--- src/at2_pkg.sv ---
// Shared types, widths and arctangent tables for the atan2 pipeline.
`timescale 1ns / 1ps

package at2_pkg;

    localparam int SAMPLE_W   = 16;  // input sample width
    localparam int MAG_W      = 15;  // saturated magnitude width
    localparam int Q_W        = 15;  // Q15 ratio width, 0..32767
    localparam int IDX_W      = 4;   // table segment index
    localparam int FRAC_W     = 11;  // interpolation fraction
    localparam int BASE_W     = 16;  // table angle, up to 45000
    localparam int DELTA_W    = 12;  // segment slope, up to 3576
    localparam int PROD_W     = DELTA_W + FRAC_W;
    localparam int ANG_W      = 19;  // output angle
    localparam int DIV_STAGES = Q_W; // one quotient bit per stage

    localparam logic [Q_W-1:0] RATIO_MAX = {Q_W{1'b1}};

    localparam logic signed [ANG_W-1:0] ANG_ZERO    = 19'sd0;
    localparam logic signed [ANG_W-1:0] ANG_HALF    = 19'sd180000;
    localparam logic signed [ANG_W-1:0] ANG_QUARTER = 19'sd90000;
    localparam logic [16:0]             MIRROR_90   = 17'd90000;

    // atan(k/16) in millidegrees for segment starts k = 0..15
    localparam logic [BASE_W-1:0] ATAN_BASE [16] = '{
        16'd0,     16'd3576,  16'd7125,  16'd10620,
        16'd14036, 16'd17354, 16'd20556, 16'd23629,
        16'd26565, 16'd29358, 16'd32005, 16'd34509,
        16'd36870, 16'd39090, 16'd41186, 16'd43152
    };

    // atan((k+1)/16) - atan(k/16); last segment ends at 45000
    localparam logic [DELTA_W-1:0] ATAN_DELTA [16] = '{
        12'd3576, 12'd3549, 12'd3495, 12'd3416,
        12'd3318, 12'd3202, 12'd3073, 12'd2936,
        12'd2793, 12'd2647, 12'd2504, 12'd2361,
        12'd2220, 12'd2096, 12'd1966, 12'd1848
    };

    // Per-item sideband that rides alongside the divider
    typedef struct packed {
        logic                     special;     // axis case, angle already known
        logic signed [ANG_W-1:0]  special_val;
        logic                     swap;        // |y| > |x|, mirror about 45 deg
        logic                     eq;          // equal magnitudes, ratio saturates
        logic                     x_neg;
        logic                     y_neg;
    } side_t;

endpackage

--- src/atan2_millidegree_table_interp.sv ---
// Top level: four-quadrant atan2 in millidegrees with output skid buffer.
`timescale 1ns / 1ps
//
// Usage
//   Input channel: in_valid / in_stall carry a (y_value, x_value) pair of
//   signed 16-bit samples; a transfer happens on a rising edge with in_valid
//   high and in_stall low. Output channel: out_valid / out_stall carry
//   angle_mdeg, a signed 19-bit angle in millidegrees, -180000..180000.
//   Throughput: one transfer per cycle on each side, sustained while neither side stalls.
//   Stages from input transfer to out_valid:
//   1 front stage, 15 divider stages (one quotient bit each, the long pole),
//   2 lookup/interpolation stages, 1 output register.
//   All pipeline stages advance together; valid bits travel with the data.
//   When the receiver stalls, a result already in the output register holds
//   and the next one lands in a one-entry skid register; only once the skid
//   register is full does the pipeline freeze and in_stall rise. in_stall
//   comes straight from a flop, so it never depends on out_stall in the same
//   cycle. Nothing is dropped or duplicated across a stall.
//   Reset (rst_n low, asynchronous) clears every valid bit; the block is
//   ready for input in the first cycle after reset. No configuration.
//
module atan2_millidegree_table_interp (
    input  logic                                clk,
    input  logic                                rst_n,
    input  logic                                in_valid,
    output logic                                in_stall,
    input  logic signed [at2_pkg::SAMPLE_W-1:0] y_value,
    input  logic signed [at2_pkg::SAMPLE_W-1:0] x_value,
    output logic                                out_valid,
    input  logic                                out_stall,
    output logic signed [at2_pkg::ANG_W-1:0]    angle_mdeg
);
    import at2_pkg::*;

    // pipeline runs whenever the skid register is free
    logic en;

    logic              prep_valid;
    logic [MAG_W-1:0]  prep_num;
    logic [MAG_W-1:0]  prep_den;
    side_t             prep_side;

    logic              div_valid;
    logic [Q_W-1:0]    div_ratio;
    side_t             div_side;

    logic              pipe_valid;
    logic signed [ANG_W-1:0] pipe_angle;

    // output register plus one skid entry
    logic                    out_valid_reg;
    logic                    out_valid_next;
    logic signed [ANG_W-1:0] out_data_reg;
    logic signed [ANG_W-1:0] out_data_next;
    logic                    skid_valid_reg;
    logic                    skid_valid_next;
    logic signed [ANG_W-1:0] skid_data_reg;
    logic signed [ANG_W-1:0] skid_data_next;
    logic                    out_take;

    assign en       = !skid_valid_reg;
    assign in_stall = skid_valid_reg;

    at2_prep u_prep (
        .clk       (clk),
        .rst_n     (rst_n),
        .en        (en),
        .in_valid  (in_valid),
        .y_value   (y_value),
        .x_value   (x_value),
        .valid_reg (prep_valid),
        .num_reg   (prep_num),
        .den_reg   (prep_den),
        .side_reg  (prep_side)
    );

    at2_div u_div (
        .clk       (clk),
        .rst_n     (rst_n),
        .en        (en),
        .in_valid  (prep_valid),
        .num       (prep_num),
        .den       (prep_den),
        .side_in   (prep_side),
        .out_valid (div_valid),
        .ratio     (div_ratio),
        .side_out  (div_side)
    );

    at2_interp u_interp (
        .clk       (clk),
        .rst_n     (rst_n),
        .en        (en),
        .in_valid  (div_valid),
        .ratio     (div_ratio),
        .side_in   (div_side),
        .out_valid (pipe_valid),
        .angle     (pipe_angle)
    );

    assign out_take = out_valid_reg && !out_stall;

    always_comb
    begin
        out_valid_next  = out_valid_reg;
        out_data_next   = out_data_reg;
        skid_valid_next = skid_valid_reg;
        skid_data_next  = skid_data_reg;
        if (en)
        begin
            // last pipeline stage hands its item over on this edge
            if (pipe_valid)
            begin
                if (!out_valid_reg || out_take)
                begin
                    out_valid_next = 1'b1;
                    out_data_next  = pipe_angle;
                end
                else
                begin
                    skid_valid_next = 1'b1;
                    skid_data_next  = pipe_angle;
                end
            end
            else if (out_take)
            begin
                out_valid_next = 1'b0;
            end
        end
        else if (out_take)
        begin
            // drain skid into the output register
            out_data_next   = skid_data_reg;
            skid_valid_next = 1'b0;
        end
    end

    always_ff @(posedge clk or negedge rst_n)
    begin
        if (!rst_n)
        begin
            out_valid_reg  <= 1'b0;
            skid_valid_reg <= 1'b0;
        end
        else
        begin
            out_valid_reg  <= out_valid_next;
            skid_valid_reg <= skid_valid_next;
        end
    end

    always_ff @(posedge clk)
    begin
        out_data_reg  <= out_data_next;
        skid_data_reg <= skid_data_next;
    end

    assign out_valid  = out_valid_reg;
    assign angle_mdeg = out_data_reg;

    // skid entry only ever backs up a held output
    a_skid_behind_out: assert property (@(posedge clk) disable iff (!rst_n)
        skid_valid_reg |-> out_valid_reg)
        else $error("skid register full with empty output register");

    // skid fills only when the output was stalled
    a_skid_fill_cause: assert property (@(posedge clk) disable iff (!rst_n)
        $rose(skid_valid_reg) |-> $past(out_valid_reg && out_stall))
        else $error("skid register filled without a stall");

    // delivered angle stays within half a turn
    a_angle_range: assert property (@(posedge clk) disable iff (!rst_n)
        out_valid_reg |-> (angle_mdeg >= -ANG_HALF) && (angle_mdeg <= ANG_HALF))
        else $error("angle out of range");

endmodule

--- src/at2_prep.sv ---
// Front stage: axis cases, saturated magnitudes, operand ordering.
`timescale 1ns / 1ps

module at2_prep (
    input  logic                           clk,
    input  logic                           rst_n,
    input  logic                           en,
    input  logic                           in_valid,
    input  logic signed [at2_pkg::SAMPLE_W-1:0] y_value,
    input  logic signed [at2_pkg::SAMPLE_W-1:0] x_value,
    output logic                           valid_reg,
    output logic [at2_pkg::MAG_W-1:0]      num_reg,
    output logic [at2_pkg::MAG_W-1:0]      den_reg,
    output at2_pkg::side_t                 side_reg
);
    import at2_pkg::*;

    logic [SAMPLE_W-1:0] ay_full;
    logic [SAMPLE_W-1:0] ax_full;
    logic [MAG_W-1:0]    ay;
    logic [MAG_W-1:0]    ax;
    logic [MAG_W-1:0]    num_next;
    logic [MAG_W-1:0]    den_next;
    side_t               side_next;

    always_comb
    begin
        ay_full = y_value[SAMPLE_W-1] ? SAMPLE_W'(-y_value) : SAMPLE_W'(y_value);
        ax_full = x_value[SAMPLE_W-1] ? SAMPLE_W'(-x_value) : SAMPLE_W'(x_value);
        // only -32768 sets the top bit here
        ay = ay_full[SAMPLE_W-1] ? {MAG_W{1'b1}} : ay_full[MAG_W-1:0];
        ax = ax_full[SAMPLE_W-1] ? {MAG_W{1'b1}} : ax_full[MAG_W-1:0];

        side_next.swap  = (ay > ax);
        side_next.eq    = (ay == ax);
        side_next.x_neg = x_value[SAMPLE_W-1];
        side_next.y_neg = y_value[SAMPLE_W-1];
        num_next = side_next.swap ? ax : ay;
        den_next = side_next.swap ? ay : ax;
        // equal magnitudes: keep the divider's remainder below the divisor
        if (side_next.eq)
        begin
            num_next = '0;
        end

        side_next.special     = 1'b0;
        side_next.special_val = ANG_ZERO;
        if (y_value == '0)
        begin
            side_next.special     = 1'b1;
            side_next.special_val = x_value[SAMPLE_W-1] ? ANG_HALF : ANG_ZERO;
        end
        else if (x_value == '0)
        begin
            side_next.special     = 1'b1;
            side_next.special_val = y_value[SAMPLE_W-1] ? -ANG_QUARTER : ANG_QUARTER;
        end
    end

    always_ff @(posedge clk or negedge rst_n)
    begin
        if (!rst_n)
        begin
            valid_reg <= 1'b0;
        end
        else if (en)
        begin
            valid_reg <= in_valid;
        end
    end

    always_ff @(posedge clk)
    begin
        if (en)
        begin
            num_reg  <= num_next;
            den_reg  <= den_next;
            side_reg <= side_next;
        end
    end

endmodule

--- src/at2_div.sv ---
// Pipelined restoring divider: Q15 ratio num/den, one quotient bit per stage.
`timescale 1ns / 1ps

module at2_div (
    input  logic                      clk,
    input  logic                      rst_n,
    input  logic                      en,
    input  logic                      in_valid,
    input  logic [at2_pkg::MAG_W-1:0] num,
    input  logic [at2_pkg::MAG_W-1:0] den,
    input  at2_pkg::side_t            side_in,
    output logic                      out_valid,
    output logic [at2_pkg::Q_W-1:0]   ratio,
    output at2_pkg::side_t            side_out
);
    import at2_pkg::*;

    logic [DIV_STAGES-1:0] valid_reg;
    logic [MAG_W-1:0]      rem_reg  [DIV_STAGES];
    logic [MAG_W-1:0]      den_reg  [DIV_STAGES];
    logic [Q_W-1:0]        q_reg    [DIV_STAGES];
    side_t                 side_reg [DIV_STAGES];

    for (genvar s = 0; s < DIV_STAGES; s++)
    begin : g_stage
        logic             v_in;
        logic [MAG_W-1:0] rem_in;
        logic [MAG_W-1:0] den_in;
        logic [Q_W-1:0]   q_in;
        side_t            side_i;
        logic [MAG_W:0]   rem2;
        logic             ge;
        logic [MAG_W-1:0] rem_next;
        logic [Q_W-1:0]   q_next;

        if (s == 0)
        begin : g_first
            assign v_in   = in_valid;
            assign rem_in = num;
            assign den_in = den;
            assign q_in   = '0;
            assign side_i = side_in;
        end
        else
        begin : g_rest
            assign v_in   = valid_reg[s-1];
            assign rem_in = rem_reg[s-1];
            assign den_in = den_reg[s-1];
            assign q_in   = q_reg[s-1];
            assign side_i = side_reg[s-1];
        end

        always_comb
        begin
            rem2     = {rem_in, 1'b0};
            ge       = (rem2 >= {1'b0, den_in});
            rem_next = ge ? MAG_W'(rem2 - {1'b0, den_in}) : rem2[MAG_W-1:0];
            q_next   = {q_in[Q_W-2:0], ge};
        end

        always_ff @(posedge clk or negedge rst_n)
        begin
            if (!rst_n)
            begin
                valid_reg[s] <= 1'b0;
            end
            else if (en)
            begin
                valid_reg[s] <= v_in;
            end
        end

        always_ff @(posedge clk)
        begin
            if (en)
            begin
                rem_reg[s]  <= rem_next;
                den_reg[s]  <= den_in;
                q_reg[s]    <= q_next;
                side_reg[s] <= side_i;
            end
        end
    end

    assign out_valid = valid_reg[DIV_STAGES-1];
    assign side_out  = side_reg[DIV_STAGES-1];
    // final remainder is unused; equal magnitudes saturate
    assign ratio     = side_reg[DIV_STAGES-1].eq ? RATIO_MAX : q_reg[DIV_STAGES-1];

endmodule

--- src/at2_interp.sv ---
// Table lookup and slope multiply, then mirror and quadrant restore.
`timescale 1ns / 1ps

module at2_interp (
    input  logic                              clk,
    input  logic                              rst_n,
    input  logic                              en,
    input  logic                              in_valid,
    input  logic [at2_pkg::Q_W-1:0]           ratio,
    input  at2_pkg::side_t                    side_in,
    output logic                              out_valid,
    output logic signed [at2_pkg::ANG_W-1:0]  angle
);
    import at2_pkg::*;

    // stage 1: lookup and multiply
    logic                v1_reg;
    logic [BASE_W-1:0]   base_reg;
    logic [PROD_W-1:0]   prod_reg;
    side_t               side1_reg;

    logic [IDX_W-1:0]    idx;
    logic [FRAC_W-1:0]   frac;
    logic [PROD_W-1:0]   prod_next;

    // stage 2: finish
    logic                v2_reg;
    logic signed [ANG_W-1:0] angle_reg;

    logic [BASE_W-1:0]   ang16;
    logic [16:0]         ang17;
    logic signed [ANG_W-1:0] pos;
    logic signed [ANG_W-1:0] angle_next;

    always_comb
    begin
        idx       = ratio[Q_W-1 -: IDX_W];
        frac      = ratio[FRAC_W-1:0];
        prod_next = PROD_W'(ATAN_DELTA[idx]) * PROD_W'(frac);
    end

    always_comb
    begin
        ang16 = base_reg + BASE_W'(prod_reg >> FRAC_W);
        ang17 = side1_reg.swap ? (MIRROR_90 - {1'b0, ang16}) : {1'b0, ang16};
        pos   = side1_reg.x_neg ? (ANG_HALF - $signed({2'b00, ang17}))
                                : $signed({2'b00, ang17});
        angle_next = side1_reg.y_neg ? -pos : pos;
        if (side1_reg.special)
        begin
            angle_next = side1_reg.special_val;
        end
    end

    always_ff @(posedge clk or negedge rst_n)
    begin
        if (!rst_n)
        begin
            v1_reg <= 1'b0;
            v2_reg <= 1'b0;
        end
        else if (en)
        begin
            v1_reg <= in_valid;
            v2_reg <= v1_reg;
        end
    end

    always_ff @(posedge clk)
    begin
        if (en)
        begin
            base_reg  <= ATAN_BASE[idx];
            prod_reg  <= prod_next;
            side1_reg <= side_in;
            angle_reg <= angle_next;
        end
    end

    assign out_valid = v2_reg;
    assign angle     = angle_reg;

endmodule
--- config.mk ---
export PLATFORM = sky130hd
export DESIGN_NAME = atan2_millidegree_table_interp
export DESIGN_NICKNAME = d
export VERILOG_FILES = /design/src/at2_pkg.sv /design/src/atan2_millidegree_table_interp.sv /design/src/at2_prep.sv /design/src/at2_div.sv /design/src/at2_interp.sv
export SDC_FILE = /design/constraint.sdc
export NUM_CORES = 2
export LEC_CHECK = 0
export BUFFER_PORTS_ARGS = -buffer_cell sky130_fd_sc_hd__buf_2
export CAP_MARGIN = 25
export CORE_ASPECT_RATIO = 0.5
export CORE_UTILIZATION = 58
export CTS_CLUSTER_DIAMETER = 30
export DETAILED_ROUTE_END_ITERATION = 7
export GPL_ROUTABILITY_DRIVEN = 0
export PLACE_DENSITY = 0.74
export SLEW_MARGIN = 25
export SYNTH_ARGS = -nofsm -noshare
export SYNTH_HDL_FRONTEND = slang
export SYNTH_SLANG_ARGS = --single-unit
--- constraint.sdc ---
create_clock -name clk -period 25.8 [get_ports clk]
set_input_delay 1.29 -clock clk [delete_from_list [all_inputs] [get_ports clk]]
set_output_delay 1.29 -clock clk [all_outputs]
set_load 0.05 [all_outputs]
==> impl_metrics.env <==
export IMPL_grt_setup_unrepaired="no"
export IMPL_layout_worst_path_cycle_share_pct=34.0
export IMPL_layout_min_cycle_time_ns=8.76
export IMPL_tritoncts="yes"
export IMPL_initial_utilization_pct=59.1
export IMPL_run_status="finished clean"
export IMPL_netlist_area_um2=47200
export IMPL_syn_area_per_cell_um2=12.0
export IMPL_utilization_pct=65.8
export IMPL_final_antenna_net_count=0
export IMPL_max_slew_worst_pin_slew_ns=0.995
export IMPL_final_fill_count=5637
export IMPL_global_route_usage_total_pct=20.9
export IMPL_overflow=0
export IMPL_post_synth_num_cell_types=92
export IMPL_via_count=29600
export IMPL_drtIter0Drc=2060
export IMPL_fin_nets=4527
export IMPL_row_count=73
export IMPL_first_global_vias=29400
export IMPL_synth_top_family_by_area="adder cells"
export IMPL_yosys_most_used_dff="sky130_fd_sc_hd__edfxtp_1"
export IMPL_die_w_um=406
export IMPL_drt_vias_per_instance=5.64
export IMPL_core_area_um2=80000
export IMPL_final_instance_count_excl_fill=5246
export IMPL_hold_violations=0
export IMPL_critical_path_endpoint_type="flip-flop"
export IMPL_worstSetupPathType="reg2reg"
export IMPL_critical_path_arrival_ns=9.19
export IMPL_ioPinCount=57
export IMPL_cts_resized=0
export IMPL_clock_sinks=861
export IMPL_synth_edff_count=841
export IMPL_syn2layout_area_growth_pct=11.4
export IMPL_cts_buffers_inserted=107
export IMPL_post_dp_hpwl_um=61400
export IMPL_post_route_cells_drive_above_1_share_pct=12.4
export IMPL_grt_start_max_net_pins=187
export IMPL_timing_final_ws_setup_ns=17.04
export IMPL_hp_class="reg2reg"
export IMPL_max_cap_violations=0
export IMPL_io_buffers=56
export IMPL_clk_transition_reported_paths_ns=0.06
export IMPL_insertion_delay_ns=0.70
export IMPL_xor_xnor_share_of_the_synthesized_area_pct=2.91
export IMPL_design_die_area_um2=82700
export IMPL_post_synth_inst_count=3948
export IMPL_maxClockFrequency_ghz=0.114
export IMPL_flip_flop_and_latch_count_after_synthesis=861
export IMPL_final_setup_viol_count=0
export IMPL_ys_warn_count=0
export IMPL_clock_tree_htree_level_count=3
export IMPL_grt_pass1_wl_um=141000
export IMPL_clk_path_buf_depth=3
export IMPL_setup_tns_ns=0
export IMPL_fin_skew_ns=0.0532
export IMPL_placed_cells=5045
export IMPL_post_synth_and_or_nand_nor_area_fraction_pct=10.4
export IMPL_start_kind="flip-flop"
export IMPL_wl_per_cell_um=16.3
export IMPL_initial_antenna_violation_count=0
export IMPL_cpMostUsedCell="sky130_fd_sc_hd__fa_1"
export IMPL_floorplan_die_height_um=204
export IMPL_synth_top_cells_by_area="sky130_fd_sc_hd__edfxtp_1 53%, sky130_fd_sc_hd__ha_1 8.5%, sky130_fd_sc_hd__mux2_2 5.1%, sky130_fd_sc_hd__fa_1 4.4%, sky130_fd_sc_hd__inv_1 4.2%"
export IMPL_syn_num_nets=4408
export IMPL_synth_seq_area_share_pct=54.5
export IMPL_post_synth_fa_ha_maj_area_fraction_pct=12.9
export IMPL_finalWirelength_um=85500
export IMPL_fraction_of_the_mapped_netlist_area_in_compound_gates_pct=8.96
export IMPL_worst_ep_required_time_ns=26.23
export IMPL_post_cts_setup_buffers=0
export IMPL_timing_final_max_slew_violations=0
export IMPL_slew_limit_headroom_pct=32.8
export IMPL_yosys_area_top_type="sky130_fd_sc_hd__edfxtp_1"
export IMPL_yosys_mux_area_fraction_pct=5.54
export IMPL_crit_path_max_fanout=54
export IMPL_cts_hold_fix_buffers=0
export IMPL_detail_route_drc_violations=0
export IMPL_ctsRootBufferMaster="sky130_fd_sc_hd__clkbuf_16"
export IMPL_detail_route_first_pass_iterations=5
export IMPL_critical_path_slowest_cell="sky130_fd_sc_hd__o41ai_1"
export IMPL_antenna_cells_inserted=0
export IMPL_synth_top_cell_area_share_pct=53.4
export IMPL_dp_worst_setup_slack_ns=17.24
export IMPL_async_set_or_reset_register_ratio_after_synthesis_pct=2.32
export IMPL_critical_path_max_stage_delay_ns=0.82
worst paths after layout:
path	from	slack (ns)	cells past startpoint	end
max	u_div.side_reg[1][146]	17.04	30	u_interp.prod_reg[22]
min	u_div.q_reg[1][63]	0.39	0	u_div.q_reg[1][79]
max reg2reg	u_div.side_reg[1][146]	17.04	30	u_interp.prod_reg[22]
min reg2reg	u_div.q_reg[1][63]	0.39	0	u_div.q_reg[1][79]
max in group asynchronous	rst_n	24.96	1	u_div.g_stage[10].v_in
min in group asynchronous	rst_n	0.54	1	u_div.g_stage[9].v_in
stage by stage:
stage               hold WS [ns]  area, µm²
finish                     0.391      52600
global route               0.403      52600
CTS                        0.388      52600
detailed placement         0.405      48800
global placement           0.400      48800
floorplan                  0.400      47200
area by class of cell:
cell class	instances	area, µm²	area share, %
Multi-Input combinational cell	2487	19200	36.6
Sequential cell	861	25800	49.0
Inverter	529	1990	3.79
Clock inverter	78	1040	1.98
Tap cell	1087	1360	2.58
Timing Repair Buffer	81	495	0.942
Clock buffer	123	2740	5.20
synthesized netlist by cell type (49+ instances only):
master and n:
sky130_fd_sc_hd__ha_1 321, sky130_fd_sc_hd__a21boi_0 92, sky130_fd_sc_hd__fa_1 103, sky130_fd_sc_hd__a21oi_1 96, sky130_fd_sc_hd__nor2b_1 67, sky130_fd_sc_hd__nand2_1 315
sky130_fd_sc_hd__mux2_2 212, sky130_fd_sc_hd__inv_1 525, sky130_fd_sc_hd__o21ai_0 185, sky130_fd_sc_hd__clkbuf_1 55, sky130_fd_sc_hd__a21o_1 49, sky130_fd_sc_hd__xor2_1 68
sky130_fd_sc_hd__xnor2_1 79, sky130_fd_sc_hd__nand4_1 55, sky130_fd_sc_hd__nor2_1 309, sky130_fd_sc_hd__edfxtp_1 841, sky130_fd_sc_hd__nor3_1 59
per-layer routing:
layer	up-vias	GRT usage [%]	wire [µm]	share of wire, %
met5	-	0	0	0
met4	0	8.99	3250	3.8
met3	234	4.31	4500	5.3
met2	792	35.5	41300	48
met1	14200	26.0	36400	43
li1	14400	-	-	-
cell usage in the layout, fill, tap and decap left out, types with 23 or more instances in the layout:
cell	instances
sky130_fd_sc_hd__a21boi_0	91
sky130_fd_sc_hd__a21o_1	49
sky130_fd_sc_hd__a21oi_1	96
sky130_fd_sc_hd__a31oi_1	24
sky130_fd_sc_hd__and2_1	29
sky130_fd_sc_hd__buf_2	56
sky130_fd_sc_hd__clkbuf_16	107
sky130_fd_sc_hd__edfxtp_1	841
sky130_fd_sc_hd__fa_1	103
sky130_fd_sc_hd__ha_1	321
sky130_fd_sc_hd__inv_1	524
sky130_fd_sc_hd__mux2_2	212
sky130_fd_sc_hd__mux2i_1	23
sky130_fd_sc_hd__nand2_1	315
sky130_fd_sc_hd__nand2b_1	36
sky130_fd_sc_hd__nand3_1	41
sky130_fd_sc_hd__nand4_1	55
sky130_fd_sc_hd__nor2_1	309
sky130_fd_sc_hd__nor2b_1	67
sky130_fd_sc_hd__nor3_1	59
sky130_fd_sc_hd__nor4_1	29
sky130_fd_sc_hd__o21ai_0	185
sky130_fd_sc_hd__or3_1	23
sky130_fd_sc_hd__xnor2_1	79
sky130_fd_sc_hd__xor2_1	68
logic make-up after synthesis:
family                   after synthesis
adder cells (fa/ha/maj)              424
AO/OA/AOI/OAI                        637
buffers and inverters                600
flip-flops                           861
multiplexers                         235
AND/OR/NAND/NOR                     1039
XOR/XNOR                             152
worst max-delay path, delay by kind of cell, from the launching register on:
kind / cells / cell delay, ns
AO/OA/AOI/OAI: 11 / 2.80
XOR/XNOR: 1 / 0.09
adder cells (fa/ha/maj): 7 / 3.34
buffers and inverters: 5 / 0.60
flip-flops: 1 / 0.35
AND/OR/NAND/NOR: 6 / 1.31
Power is left out: the tool's default activity adds up to more than one toggle a clock period on the data nets, which glitch-free logic cannot reach.
